==> config.mk <==
export PLATFORM = sky130hd
export DESIGN_NAME = retransmit_queue_scheduler_core_flat
export DESIGN_NICKNAME = d
export VERILOG_FILES = /design/src/design/rqs_pkg.sv /design/src/design/rqs_if.sv /design/src/design/retransmit_queue_scheduler_core.sv /design/src/design/rqs_cell.sv /design/src/flat_wrapper.sv
export SDC_FILE = /design/constraint.sdc
export NUM_CORES = 2
export LEC_CHECK = 0
export ABC_AREA = 1
export BUFFER_PORTS_ARGS = -buffer_cell sky130_fd_sc_hd__buf_2
export CELL_PAD_IN_SITES_DETAIL_PLACEMENT = 0
export CELL_PAD_IN_SITES_GLOBAL_PLACEMENT = 1
export CORE_UTILIZATION = 49
export CTS_CLUSTER_DIAMETER = 120
export DETAILED_ROUTE_END_ITERATION = 10
export GPL_TIMING_DRIVEN = 1
export HOLD_SLACK_MARGIN = 0.03
export MAX_ROUTING_LAYER = met4
export PLACE_DENSITY = 0.83
export SLEW_MARGIN = 30
export SYNTH_ARGS = -nofsm -noshare
export SYNTH_HDL_FRONTEND = slang
export SYNTH_SLANG_ARGS = --single-unit
==> constraint.sdc <==
create_clock -name clk -period 5.9 [get_ports clk]
set_input_delay 0.59 -clock clk [delete_from_list [all_inputs] [get_ports clk]]
set_output_delay 0.59 -clock clk [all_outputs]
set_load 0.02 [all_outputs]
==> src/design/rqs_pkg.sv <==
// shared types and constants for the retransmit queue scheduler
// no dependencies; compiled before every other file
`timescale 1ns / 1ps

package rqs_pkg;

	localparam int unsigned SLOTS = 8;
	localparam int unsigned IDX_W = $clog2(SLOTS);

	localparam logic [31:0] URG_GAP_RST   = 32'd100;
	localparam logic [31:0] NORM_GAP_RST  = 32'd1000;
	localparam logic [7:0]  URG_LIMIT_RST = 8'd3;

	localparam logic [1:0] REG_URG_GAP   = 2'd0;
	localparam logic [1:0] REG_NORM_GAP  = 2'd1;
	localparam logic [1:0] REG_URG_LIMIT = 2'd2;

	typedef enum logic [1:0] {
		OP_POLL = 2'd0,
		OP_ENQ  = 2'd1,
		OP_ACK  = 2'd2,
		OP_CLR  = 2'd3
	} op_t;

	typedef struct packed {
		logic [31:0] urg_gap;
		logic [31:0] norm_gap;
		logic [7:0]  urg_limit;
	} cfg_t;

	typedef struct packed {
		logic             valid;
		op_t              op;
		logic [31:0]      now;
		logic [23:0]      id;
		logic             urg;
		logic             send;
		logic [IDX_W-1:0] send_idx;
		logic [23:0]      send_id;
		logic             found;
		logic [IDX_W-1:0] free_idx;
		logic [7:0]       most;
		logic [IDX_W-1:0] evict_idx;
	} tok_t;

	typedef struct packed {
		logic             en;
		logic [IDX_W-1:0] idx;
		logic [23:0]      id;
		logic             urg;
		logic [31:0]      now;
	} wr_t;

endpackage

==> src/design/rqs_if.sv <==
// command and send channel interfaces of the retransmit queue scheduler
// depends on rqs_pkg
`timescale 1ns / 1ps

interface rqs_cmd_if;
	logic        valid;
	logic        ready;
	logic [1:0]  op;
	logic [31:0] now_ms;
	logic [23:0] package_id;
	logic        urgent;

	modport source (output valid, op, now_ms, package_id, urgent, input ready);
	modport sink (input valid, op, now_ms, package_id, urgent, output ready);
endinterface

interface rqs_snd_if;
	logic                    valid;
	logic                    ready;
	logic [rqs_pkg::IDX_W-1:0] slot_index;
	logic [23:0]             sent_id;
	logic                    first_send;
	logic                    last;

	modport source (output valid, slot_index, sent_id, first_send, last, input ready);
	modport sink (input valid, slot_index, sent_id, first_send, last, output ready);
endinterface

==> src/design/retransmit_queue_scheduler_core.sv <==
// top level of the retransmit queue scheduler: config registers, token sequencing
// and send output; depends on rqs_pkg, rqs_if and rqs_cell
`timescale 1ns / 1ps

// Usage
// cmd carries one operation per item (poll, enqueue, acknowledge, clear all).
// sends carries one item per packet send, with last set on the final send of a
// command. Acknowledge and clear give no send items; enqueue gives one.
// An accepted command becomes a token that walks the row of slot cells, one
// cell per cycle while the row is not stalled, from the head register through
// the cells to the tail register; enqueue then writes its chosen slot after the
// walk. A resend is held back until the next resend of the same poll turns up
// or the walk ends, then moves to the output register.
// cmd.ready is low while a command is in flight; the next one is taken as
// soon as it finishes, even while a send item still waits on sends.
// When an item waits on a stalled sends, the token holds until the output frees.
// The user must write configuration over the APB port only while no command is
// in flight; the block does not enforce this. Reset frees every slot and
// restores the register defaults; no clearing pass is needed.

module retransmit_queue_scheduler_core (
	input  logic             clk,
	input  logic             arst_n,
	rqs_cmd_if.sink          cmd,
	rqs_snd_if.source        sends,
	input  logic             psel,
	input  logic             penable,
	input  logic             pwrite,
	input  logic [3:0]       paddr,
	input  logic [31:0]      pwdata,
	output logic [31:0]      prdata,
	output logic             pready
);

	localparam int unsigned SLOTS = rqs_pkg::SLOTS;
	localparam int unsigned IDX_W = rqs_pkg::IDX_W;

	rqs_pkg::cfg_t     cfg_q;
	rqs_pkg::tok_t     head_q, tail_q;
	rqs_pkg::tok_t     chain [SLOTS+1];
	rqs_pkg::wr_t      wr_q;
	logic              busy_q;
	logic              held_valid_q;
	logic [IDX_W-1:0]  held_idx_q;
	logic [23:0]       held_id_q;
	logic              out_valid_q;
	logic [IDX_W-1:0]  out_idx_q;
	logic [23:0]       out_id_q;
	logic              out_first_q;
	logic              out_last_q;

	logic              accept;
	logic              snd_valid;
	logic [IDX_W-1:0]  snd_idx;
	logic [23:0]       snd_id;
	logic              push;
	logic [IDX_W-1:0]  push_idx;
	logic [23:0]       push_id;
	logic              push_first;
	logic              push_last;
	logic              out_free;
	logic              advance;
	logic [IDX_W-1:0]  enq_slot;
	logic [SLOTS+1:0]  tok_vld;

	// config port
	assign pready = 1'b1;

	always_ff @(posedge clk or negedge arst_n) begin
		if (!arst_n) begin
			cfg_q.urg_gap   <= rqs_pkg::URG_GAP_RST;
			cfg_q.norm_gap  <= rqs_pkg::NORM_GAP_RST;
			cfg_q.urg_limit <= rqs_pkg::URG_LIMIT_RST;
		end else if (psel && penable && pwrite && pready) begin
			unique case (paddr[3:2])
				rqs_pkg::REG_URG_GAP:   cfg_q.urg_gap   <= pwdata;
				rqs_pkg::REG_NORM_GAP:  cfg_q.norm_gap  <= pwdata;
				rqs_pkg::REG_URG_LIMIT: cfg_q.urg_limit <= pwdata[7:0];
				default: ;
			endcase
		end
	end

	always_comb begin
		unique case (paddr[3:2])
			rqs_pkg::REG_URG_GAP:   prdata = cfg_q.urg_gap;
			rqs_pkg::REG_NORM_GAP:  prdata = cfg_q.norm_gap;
			rqs_pkg::REG_URG_LIMIT: prdata = {24'd0, cfg_q.urg_limit};
			default:                prdata = 32'd0;
		endcase
	end

	// cell row
	assign chain[0] = head_q;

	for (genvar i = 0; i < SLOTS; i++) begin : g_cell
		rqs_cell #(
			.INDEX(i)
		) u_cell (
			.clk    (clk),
			.arst_n (arst_n),
			.advance(advance),
			.tok_in (chain[i]),
			.cfg    (cfg_q),
			.wr     (wr_q),
			.tok_out(chain[i+1])
		);
	end

	always_comb begin
		snd_valid = 1'b0;
		snd_idx   = '0;
		snd_id    = '0;
		for (int i = 1; i <= SLOTS; i++) begin
			if (chain[i].valid && chain[i].send) begin
				snd_valid = 1'b1;
				snd_idx   = snd_idx | chain[i].send_idx;
				snd_id    = snd_id | chain[i].send_id;
			end
		end
	end

	always_comb begin
		tok_vld[0] = head_q.valid;
		for (int i = 1; i <= SLOTS; i++)
			tok_vld[i] = chain[i].valid;
		tok_vld[SLOTS+1] = tail_q.valid;
	end

	// output sequencing
	assign enq_slot = tail_q.found ? tail_q.free_idx : tail_q.evict_idx;

	always_comb begin
		push       = 1'b0;
		push_idx   = held_idx_q;
		push_id    = held_id_q;
		push_first = 1'b0;
		push_last  = 1'b0;
		if (snd_valid && held_valid_q) begin
			push = 1'b1;
		end else if (tail_q.valid) begin
			if (held_valid_q) begin
				push      = 1'b1;
				push_last = 1'b1;
			end else if (tail_q.op == rqs_pkg::OP_ENQ) begin
				push       = 1'b1;
				push_idx   = enq_slot;
				push_id    = tail_q.id;
				push_first = 1'b1;
				push_last  = 1'b1;
			end
		end
	end

	assign out_free = !out_valid_q || sends.ready;
	assign advance  = !push || out_free;
	assign accept   = cmd.valid && cmd.ready;
	assign cmd.ready = !busy_q;

	always_ff @(posedge clk or negedge arst_n) begin
		if (!arst_n) begin
			head_q       <= '0;
			tail_q       <= '0;
			busy_q       <= 1'b0;
			wr_q         <= '0;
			held_valid_q <= 1'b0;
			out_valid_q  <= 1'b0;
		end else begin
			wr_q.en <= advance && tail_q.valid && (tail_q.op == rqs_pkg::OP_ENQ);
			if (accept) begin
				head_q.valid     <= 1'b1;
				head_q.op        <= rqs_pkg::op_t'(cmd.op);
				head_q.now       <= cmd.now_ms;
				head_q.id        <= cmd.package_id;
				head_q.urg       <= cmd.urgent;
				head_q.send      <= 1'b0;
				head_q.send_idx  <= '0;
				head_q.send_id   <= '0;
				head_q.found     <= 1'b0;
				head_q.free_idx  <= '0;
				head_q.most      <= 8'd0;
				head_q.evict_idx <= IDX_W'(SLOTS - 1);
			end else if (advance) begin
				head_q.valid <= 1'b0;
			end
			if (accept)
				busy_q <= 1'b1;
			else if (advance && tail_q.valid && tail_q.op != rqs_pkg::OP_ENQ)
				busy_q <= 1'b0;
			else if (wr_q.en)
				busy_q <= 1'b0;
			if (advance) begin
				tail_q <= chain[SLOTS];
				if (tail_q.valid && tail_q.op == rqs_pkg::OP_ENQ) begin
					wr_q.idx <= enq_slot;
					wr_q.id  <= tail_q.id;
					wr_q.urg <= tail_q.urg;
					wr_q.now <= tail_q.now;
				end
				if (snd_valid)
					held_valid_q <= 1'b1;
				else if (tail_q.valid)
					held_valid_q <= 1'b0;
			end
			if (advance && push)
				out_valid_q <= 1'b1;
			else if (sends.ready)
				out_valid_q <= 1'b0;
		end
	end

	always_ff @(posedge clk) begin
		if (advance && snd_valid) begin
			held_idx_q <= snd_idx;
			held_id_q  <= snd_id;
		end
		if (advance && push) begin
			out_idx_q   <= push_idx;
			out_id_q    <= push_id;
			out_first_q <= push_first;
			out_last_q  <= push_last;
		end
	end

	assign sends.valid      = out_valid_q;
	assign sends.slot_index = out_idx_q;
	assign sends.sent_id    = out_id_q;
	assign sends.first_send = out_first_q;
	assign sends.last       = out_last_q;

	// checks
	a_idle_empty: assert property (@(posedge clk) disable iff (!arst_n)
		!busy_q |-> ($countones(tok_vld) == 0))
		else $error("token in flight while idle");

	a_one_token: assert property (@(posedge clk) disable iff (!arst_n)
		$countones(tok_vld) <= 1)
		else $error("more than one token in the cell row");

	a_held_busy: assert property (@(posedge clk) disable iff (!arst_n)
		held_valid_q |-> busy_q)
		else $error("held send item outside a command");

	a_write_done: assert property (@(posedge clk) disable iff (!arst_n)
		wr_q.en |=> (!busy_q && !wr_q.en))
		else $error("slot write did not end the command");

endmodule

==> src/design/rqs_cell.sv <==
// one slot of the retransmit table: slot state plus one token stage
// depends on rqs_pkg
`timescale 1ns / 1ps

module rqs_cell #(
	parameter int unsigned INDEX = 0
) (
	input  logic          clk,
	input  logic          arst_n,
	input  logic          advance,
	input  rqs_pkg::tok_t tok_in,
	input  rqs_pkg::cfg_t cfg,
	input  rqs_pkg::wr_t  wr,
	output rqs_pkg::tok_t tok_out
);

	localparam logic [rqs_pkg::IDX_W-1:0] MY_IDX = rqs_pkg::IDX_W'(INDEX);

	logic          pending_q, pending_n;
	logic          urg_q, urg_n;
	logic [31:0]   last_q, last_n;
	logic [7:0]    cnt_q, cnt_n;
	logic [23:0]   id_q, id_n;
	rqs_pkg::tok_t tok_q, tok_n;
	logic [31:0]   elapsed;
	logic [7:0]    cnt_inc;

	always_comb begin
		pending_n = pending_q;
		urg_n     = urg_q;
		last_n    = last_q;
		cnt_n     = cnt_q;
		id_n      = id_q;
		tok_n          = tok_in;
		tok_n.send     = 1'b0;
		tok_n.send_idx = MY_IDX;
		tok_n.send_id  = id_q;
		elapsed = tok_in.now - last_q;
		cnt_inc = (cnt_q == 8'hFF) ? cnt_q : cnt_q + 8'd1;
		if (tok_in.valid && advance) begin
			unique case (tok_in.op)
				rqs_pkg::OP_POLL: begin
					if (pending_q) begin
						if (urg_q && elapsed > cfg.urg_gap) begin
							tok_n.send = 1'b1;
							last_n     = tok_in.now;
							if (cnt_q >= cfg.urg_limit) begin
								cnt_n = 8'd0;
								urg_n = 1'b0;
							end else begin
								cnt_n = cnt_inc;
							end
						end else if (elapsed > cfg.norm_gap) begin
							tok_n.send = 1'b1;
							last_n     = tok_in.now;
							cnt_n      = cnt_inc;
						end
					end
				end
				rqs_pkg::OP_ENQ: begin
					if (!pending_q && !tok_in.found) begin
						tok_n.found    = 1'b1;
						tok_n.free_idx = MY_IDX;
					end
					if (pending_q && cnt_q > tok_in.most) begin
						tok_n.most      = cnt_q;
						tok_n.evict_idx = MY_IDX;
					end
				end
				rqs_pkg::OP_ACK: begin
					if (pending_q && id_q == tok_in.id)
						pending_n = 1'b0;
				end
				rqs_pkg::OP_CLR: begin
					pending_n = 1'b0;
				end
			endcase
		end
		if (wr.en && wr.idx == MY_IDX) begin
			pending_n = 1'b1;
			urg_n     = wr.urg;
			last_n    = wr.now;
			cnt_n     = 8'd0;
			id_n      = wr.id;
		end
	end

	always_ff @(posedge clk or negedge arst_n) begin
		if (!arst_n) begin
			pending_q <= 1'b0;
			urg_q     <= 1'b0;
			tok_q     <= '0;
		end else begin
			pending_q <= pending_n;
			urg_q     <= urg_n;
			if (advance)
				tok_q <= tok_n;
		end
	end

	always_ff @(posedge clk) begin
		last_q <= last_n;
		cnt_q  <= cnt_n;
		id_q   <= id_n;
	end

	assign tok_out = tok_q;

endmodule

==> src/flat_wrapper.sv <==
// flat-port wrapper written by rule: the top's interface ports become plain ports
module retransmit_queue_scheduler_core_flat 
  (clk, arst_n, psel, penable, pwrite, paddr, pwdata, prdata, pready, cmd_valid, cmd_op, cmd_now_ms, cmd_package_id, cmd_urgent, cmd_ready, sends_valid, sends_slot_index, sends_sent_id, sends_first_send, sends_last, sends_ready);
  rqs_cmd_if cmd_i ();
  rqs_snd_if sends_i ();
  input  logic clk;
  input  logic arst_n;
  input  logic psel;
  input  logic penable;
  input  logic pwrite;
  input  logic [3:0] paddr;
  input  logic [31:0] pwdata;
  output logic [31:0] prdata;
  output logic pready;
  input wire logic [$bits(cmd_i.valid)-1:0] cmd_valid;
  input wire logic [$bits(cmd_i.op)-1:0] cmd_op;
  input wire logic [$bits(cmd_i.now_ms)-1:0] cmd_now_ms;
  input wire logic [$bits(cmd_i.package_id)-1:0] cmd_package_id;
  input wire logic [$bits(cmd_i.urgent)-1:0] cmd_urgent;
  output wire logic [$bits(cmd_i.ready)-1:0] cmd_ready;
  output wire logic [$bits(sends_i.valid)-1:0] sends_valid;
  output wire logic [$bits(sends_i.slot_index)-1:0] sends_slot_index;
  output wire logic [$bits(sends_i.sent_id)-1:0] sends_sent_id;
  output wire logic [$bits(sends_i.first_send)-1:0] sends_first_send;
  output wire logic [$bits(sends_i.last)-1:0] sends_last;
  input wire logic [$bits(sends_i.ready)-1:0] sends_ready;
  assign cmd_i.valid = cmd_valid;
  assign cmd_i.op = cmd_op;
  assign cmd_i.now_ms = cmd_now_ms;
  assign cmd_i.package_id = cmd_package_id;
  assign cmd_i.urgent = cmd_urgent;
  assign cmd_ready = cmd_i.ready;
  assign sends_valid = sends_i.valid;
  assign sends_slot_index = sends_i.slot_index;
  assign sends_sent_id = sends_i.sent_id;
  assign sends_first_send = sends_i.first_send;
  assign sends_last = sends_i.last;
  assign sends_i.ready = sends_ready;
  retransmit_queue_scheduler_core u_core (.clk(clk), .arst_n(arst_n), .cmd(cmd_i), .sends(sends_i), .psel(psel), .penable(penable), .pwrite(pwrite), .paddr(paddr), .pwdata(pwdata), .prdata(prdata), .pready(pready));
endmodule
==> metrics.txt <==
unrepaired setup endpoints after global routing=no; depth of the worst register-to-register path=24; share of layout cells above drive strength 1=6.50%; IO buf count=162; Cell Area, Synth=95,800 um^2; clock sinks=1,631; area grow syn2layout=11.5%; Cells after Synth=11.5k; max cap viols=0; row count=161; crit end category=register; Worst R2R End=u_core.g_cell[6].u_cell.last_q[17]; pwr/cell area=249 nW/um^2; Max Fclk=0.181 GHz; Net Sw Frac=27.8%; Slew Viols, Final=0; Core ar.=193,000 um^2; Worst Path Required=6420 ps; hold_sp=pwdata[30]; CTS Buf Count=176; Fin Hold WS=70.3 ps; vias per inst=5.68; # setup viols final=0; power share of the combinational group=11.9%; dpl ws=452 ps; via count=82.0k; Int Power=0.0192 W; skew final=61.7 ps; Clk pwr share=43.7%; total net switching power=0.00738 W; area of the multi-input gates=45,300 um^2; CP arrival=6040 ps; WL final=355,000 um; Synth Area per Inst=8.33 um^2; Pleak=53.3 nW; FFs w/ async S/R, synth=65.2%; Die X-Extent=444 um; post-CTS setup buffer count=0; Clk Latency, worst-skew pair=860 ps; Mapped Nets=12.5k; post-synthesis sequential area ratio=44.9%; Overall Global Routing Usage=36.9%; Worst-path clk slew=60 ps; DRC=0; Setup WS post-layout=380 ps; critical-path maximum fanout=32; Critical Path Source Type=register; DP Wirelength=267,000 um; initial antenna violation count=25; sequential power share=44.4%; largest net degree at the start of global routing=156; DR WL/cell=24.6 um; Die Y=444 um; most used flip-flop cell after synthesis=dfrtp_1; slew margin rel.=24.2%; Netlist cell types=69; Worst-Margin Slew=1140 ps; vias in the first global route=79.3k; Root Driver=clkbuf_16; R2R Setup Slk=380 ps; min cycle time layout=5520 ps; die area=197,000 um^2; Longest Clk Path Bufs=3; outcome=finished clean; Finished Cell Area=107,000 um^2; Congestion Overflow GR=0; Layout Nets=12.8k; Hold Path Class=in2reg; gpl congestion=0.973; hold depth=3; fin crit share=93.6%; dpl cell area=99,900 um^2; met3 usage=5.38%; # IOs=166; met2 Track Usage GR=58.6%; CTS H-tree lvls=4; CTS tree=yes; Yosys warning count=0; DRT iter0 DRCs=7,775; remaining antenna violation count=0; Post-synth EDFFs=504; Fill cells=18.0k; global-route wire length before repair=519,000 um; Most Used Layer, Global Route=met2; number of synthesized register bits=1,631; worst reg2reg startpoint=u_core.g_cell[5].u_cell.tok_out[68]; TNS Setup=0 ps; storage element area=43,000 um^2; final hold vios=0; WS Path Type=reg2reg; initial core utilization=49.6%; met1 usage=45.5%; Detailed Routing Iterations Pass 1=8; peak supply drop=0.000315 V; end point of the worst hold path=u_core.cfg_q[38]
[metal layers]
| metal | up-vias | part of all wire [%] | wire [um] |
|---|---|---|---|
| li1 | 38800 | - | - |
| met1 | 39600 | 41 | 145000 |
| met2 | 2839 | 47 | 166000 |
| met3 | 801 | 6.2 | 22000 |
| met4 | 0 | 6.1 | 21700 |
| met5 | - | 0 | 0 |
[kinds of logic (layout without fill, tap and decap cells)]
group	count (synthesis)	in the layout	synth area share, %
AO/OA/AOI/OAI	2549	2549	14.5
XOR/XNOR	290	290	2.65
adder cells (fa/ha/maj)	897	897	11.8
buffers and inverters	1937	2337	7.91
flip-flops	1631	1631	44.9
multiplexers	47	47	0.548
other	1	13	0.00391
AND/OR/NAND/NOR	4155	4155	17.7
[repair_timing]
action | CTS | global route
gates resized for setup | 0 | 1
hold buffers | 74 | 0
setup endpoints to repair | 0 | 32
endpoints found under the hold margin | 139 | 0
[state kept, by name (all words and copies together) (netlist names), 8 cells and up]
register                        count
u_core.cfg_q                       72
u_core.tail_q                      67
u_core.sends.sent_id               24
u_core.g_cell.u_cell.id_q         192
u_core.held_id_q                   24
u_core.g_cell.u_cell.urg_q          8
u_core.g_cell.u_cell.tok_out      783
u_core.g_cell.u_cell.last_q       256
u_core.chain                       61
u_core.wr_q                        61
u_core.g_cell.u_cell.cnt_q         64
u_core.g_cell.u_cell.pending_q      8
[synth_stat cells (9+ instances only)]
| library cell | n | share of area [%] |
|---|---|---|
| dfrtp_1 | 1052 | 27 |
| nand3_1 | 340 | 1.8 |
| nor3_1 | 117 | 0.61 |
| a221oi_1 | 25 | 0.23 |
| inv_2 | 10 | 0.039 |
| nand2_1 | 2911 | 11 |
| mux2_2 | 44 | 0.52 |
| nand2_2 | 15 | 0.098 |
| xnor2_1 | 91 | 0.83 |
| dfxtp_1 | 64 | 1.3 |
| buf_2 | 139 | 0.73 |
| nand3b_1 | 9 | 0.071 |
| o21ai_1 | 287 | 1.5 |
| inv_1 | 1581 | 6.2 |
| xor2_1 | 199 | 1.8 |
| o21ai_0 | 1125 | 5.9 |
| ha_1 | 889 | 12 |
| buf_4 | 14 | 0.11 |
| or2_2 | 13 | 0.085 |
| buf_1 | 9 | 0.035 |
| nor2_1 | 535 | 2.1 |
| o21a_1 | 51 | 0.40 |
| o22ai_1 | 120 | 0.78 |
| o2111ai_1 | 11 | 0.10 |
| a31oi_1 | 39 | 0.25 |
| a21boi_0 | 19 | 0.15 |
| a21o_1 | 67 | 0.52 |
| o221ai_1 | 13 | 0.12 |
| edfxtp_1 | 504 | 16 |
| a21oi_1 | 654 | 3.4 |
| dfstp_2 | 11 | 0.30 |
| nand4_1 | 139 | 0.91 |
| a211oi_1 | 16 | 0.13 |
| nor4_1 | 26 | 0.17 |
| o211ai_1 | 64 | 0.50 |
| o21bai_1 | 25 | 0.20 |
| clkbuf_1 | 166 | 0.65 |
[final cells by class]
class	count	area share [%]
multi-input combinational	7939	42.4
sequential	1631	40.3
clock inverter	81	1.02
inverter	1597	5.62
timing repair buffer	407	3.02
clock buffer	252	4.68
tap	2526	2.96
antenna	12	0.0281
[worst max path at each step]
stage | startpoint | endpoint | slack [ps] | cells past startpoint
after floorplan | u_core.chain[892] | u_core.g_cell[0].u_cell.last_q[0] | 1390 | 23
after global placement | u_core.g_cell[5].u_cell.tok_out[68] | u_core.g_cell[6].u_cell.last_q[30] | 560 | 24
after detailed placement | u_core.g_cell[6].u_cell.tok_out[68] | u_core.g_cell[7].u_cell.last_q[25] | 450 | 23
after CTS | u_core.g_cell[6].u_cell.tok_out[68] | u_core.g_cell[7].u_cell.last_q[19] | 420 | 23
after global routing | u_core.g_cell[6].u_cell.tok_out[68] | u_core.g_cell[7].u_cell.last_q[10] | 70 | 23
final | u_core.g_cell[5].u_cell.tok_out[68] | u_core.g_cell[6].u_cell.last_q[17] | 380 | 24
[through the flow]
stage	std cells	utilization [%]	total power (W)
after floorplan	11500	-	0.0134
after global placement	14000	51.6	0.0149
after detailed placement	14000	51.7	0.0150
after CTS	14400	55.2	0.0266
after global routing	14400	55.3	0.0274
final	14400	55.3	0.0266
[power groups by stage]
stage / sequential, W / clock, W / combinational, W
5_1_grt: 0.0118 / 0.0122 / 0.00338
2_1_floorplan: 0.0120 / 0 / 0.00140
3_3_place_gp: 0.0120 / 0 / 0.00294
6_report: 0.0118 / 0.0116 / 0.00315
3_5_place_dp: 0.0120 / 0 / 0.00303
4_1_cts: 0.0118 / 0.0118 / 0.00308
[layout by cell type, fill, tap and decap left out, types with 44 or more instances in the layout]
| cell type | synthesis | final |
|---|---|---|
| nor3_1 | 117 | 117 |
| clkbuf_1 | 166 | 48 |
| o21ai_1 | 287 | 289 |
| nor2_1 | 535 | 527 |
| buf_2 | 139 | 161 |
| o211ai_1 | 64 | 64 |
| o22ai_1 | 120 | 120 |
| edfxtp_1 | 504 | 504 |
| xor2_1 | 199 | 199 |
| nand4_1 | 139 | 139 |
| nand2_1 | 2911 | 2908 |
| o21a_1 | 51 | 51 |
| dfrtp_1 | 1052 | 1045 |
| dfxtp_1 | 64 | 64 |
| inv_1 | 1581 | 1570 |
| o21ai_0 | 1125 | 1123 |
| mux2_2 | 44 | 44 |
| a21oi_1 | 654 | 653 |
| dlygate4sd3_1 | 0 | 74 |
| clkbuf_16 | 0 | 179 |
| ha_1 | 889 | 889 |
| nand3_1 | 340 | 340 |
| xnor2_1 | 91 | 91 |
| buf_4 | 14 | 142 |
| a21o_1 | 67 | 67 |
[critical path: stages (launching register included)]
cell and delay (ps):
dfrtp_1 370, inv_1 100, ha_1 140, inv_1 60, fa_1 400, nand2_1 90, o21ai_1 110, a21boi_0 500
inv_1 150, nand3_1 110, nand3_1 220, a31oi_1 290, xor2_1 140, ha_1 300, nand2_1 70, nor2_1 140
nand2_1 130, nor4_1 580, nand2_1 110, nand2_1 80, nand2_1 110, nand2_1 250, nand2_1 260, nand2_1 200
buf_12 240
No activity file was read; power rests on OpenSTA's default activity.
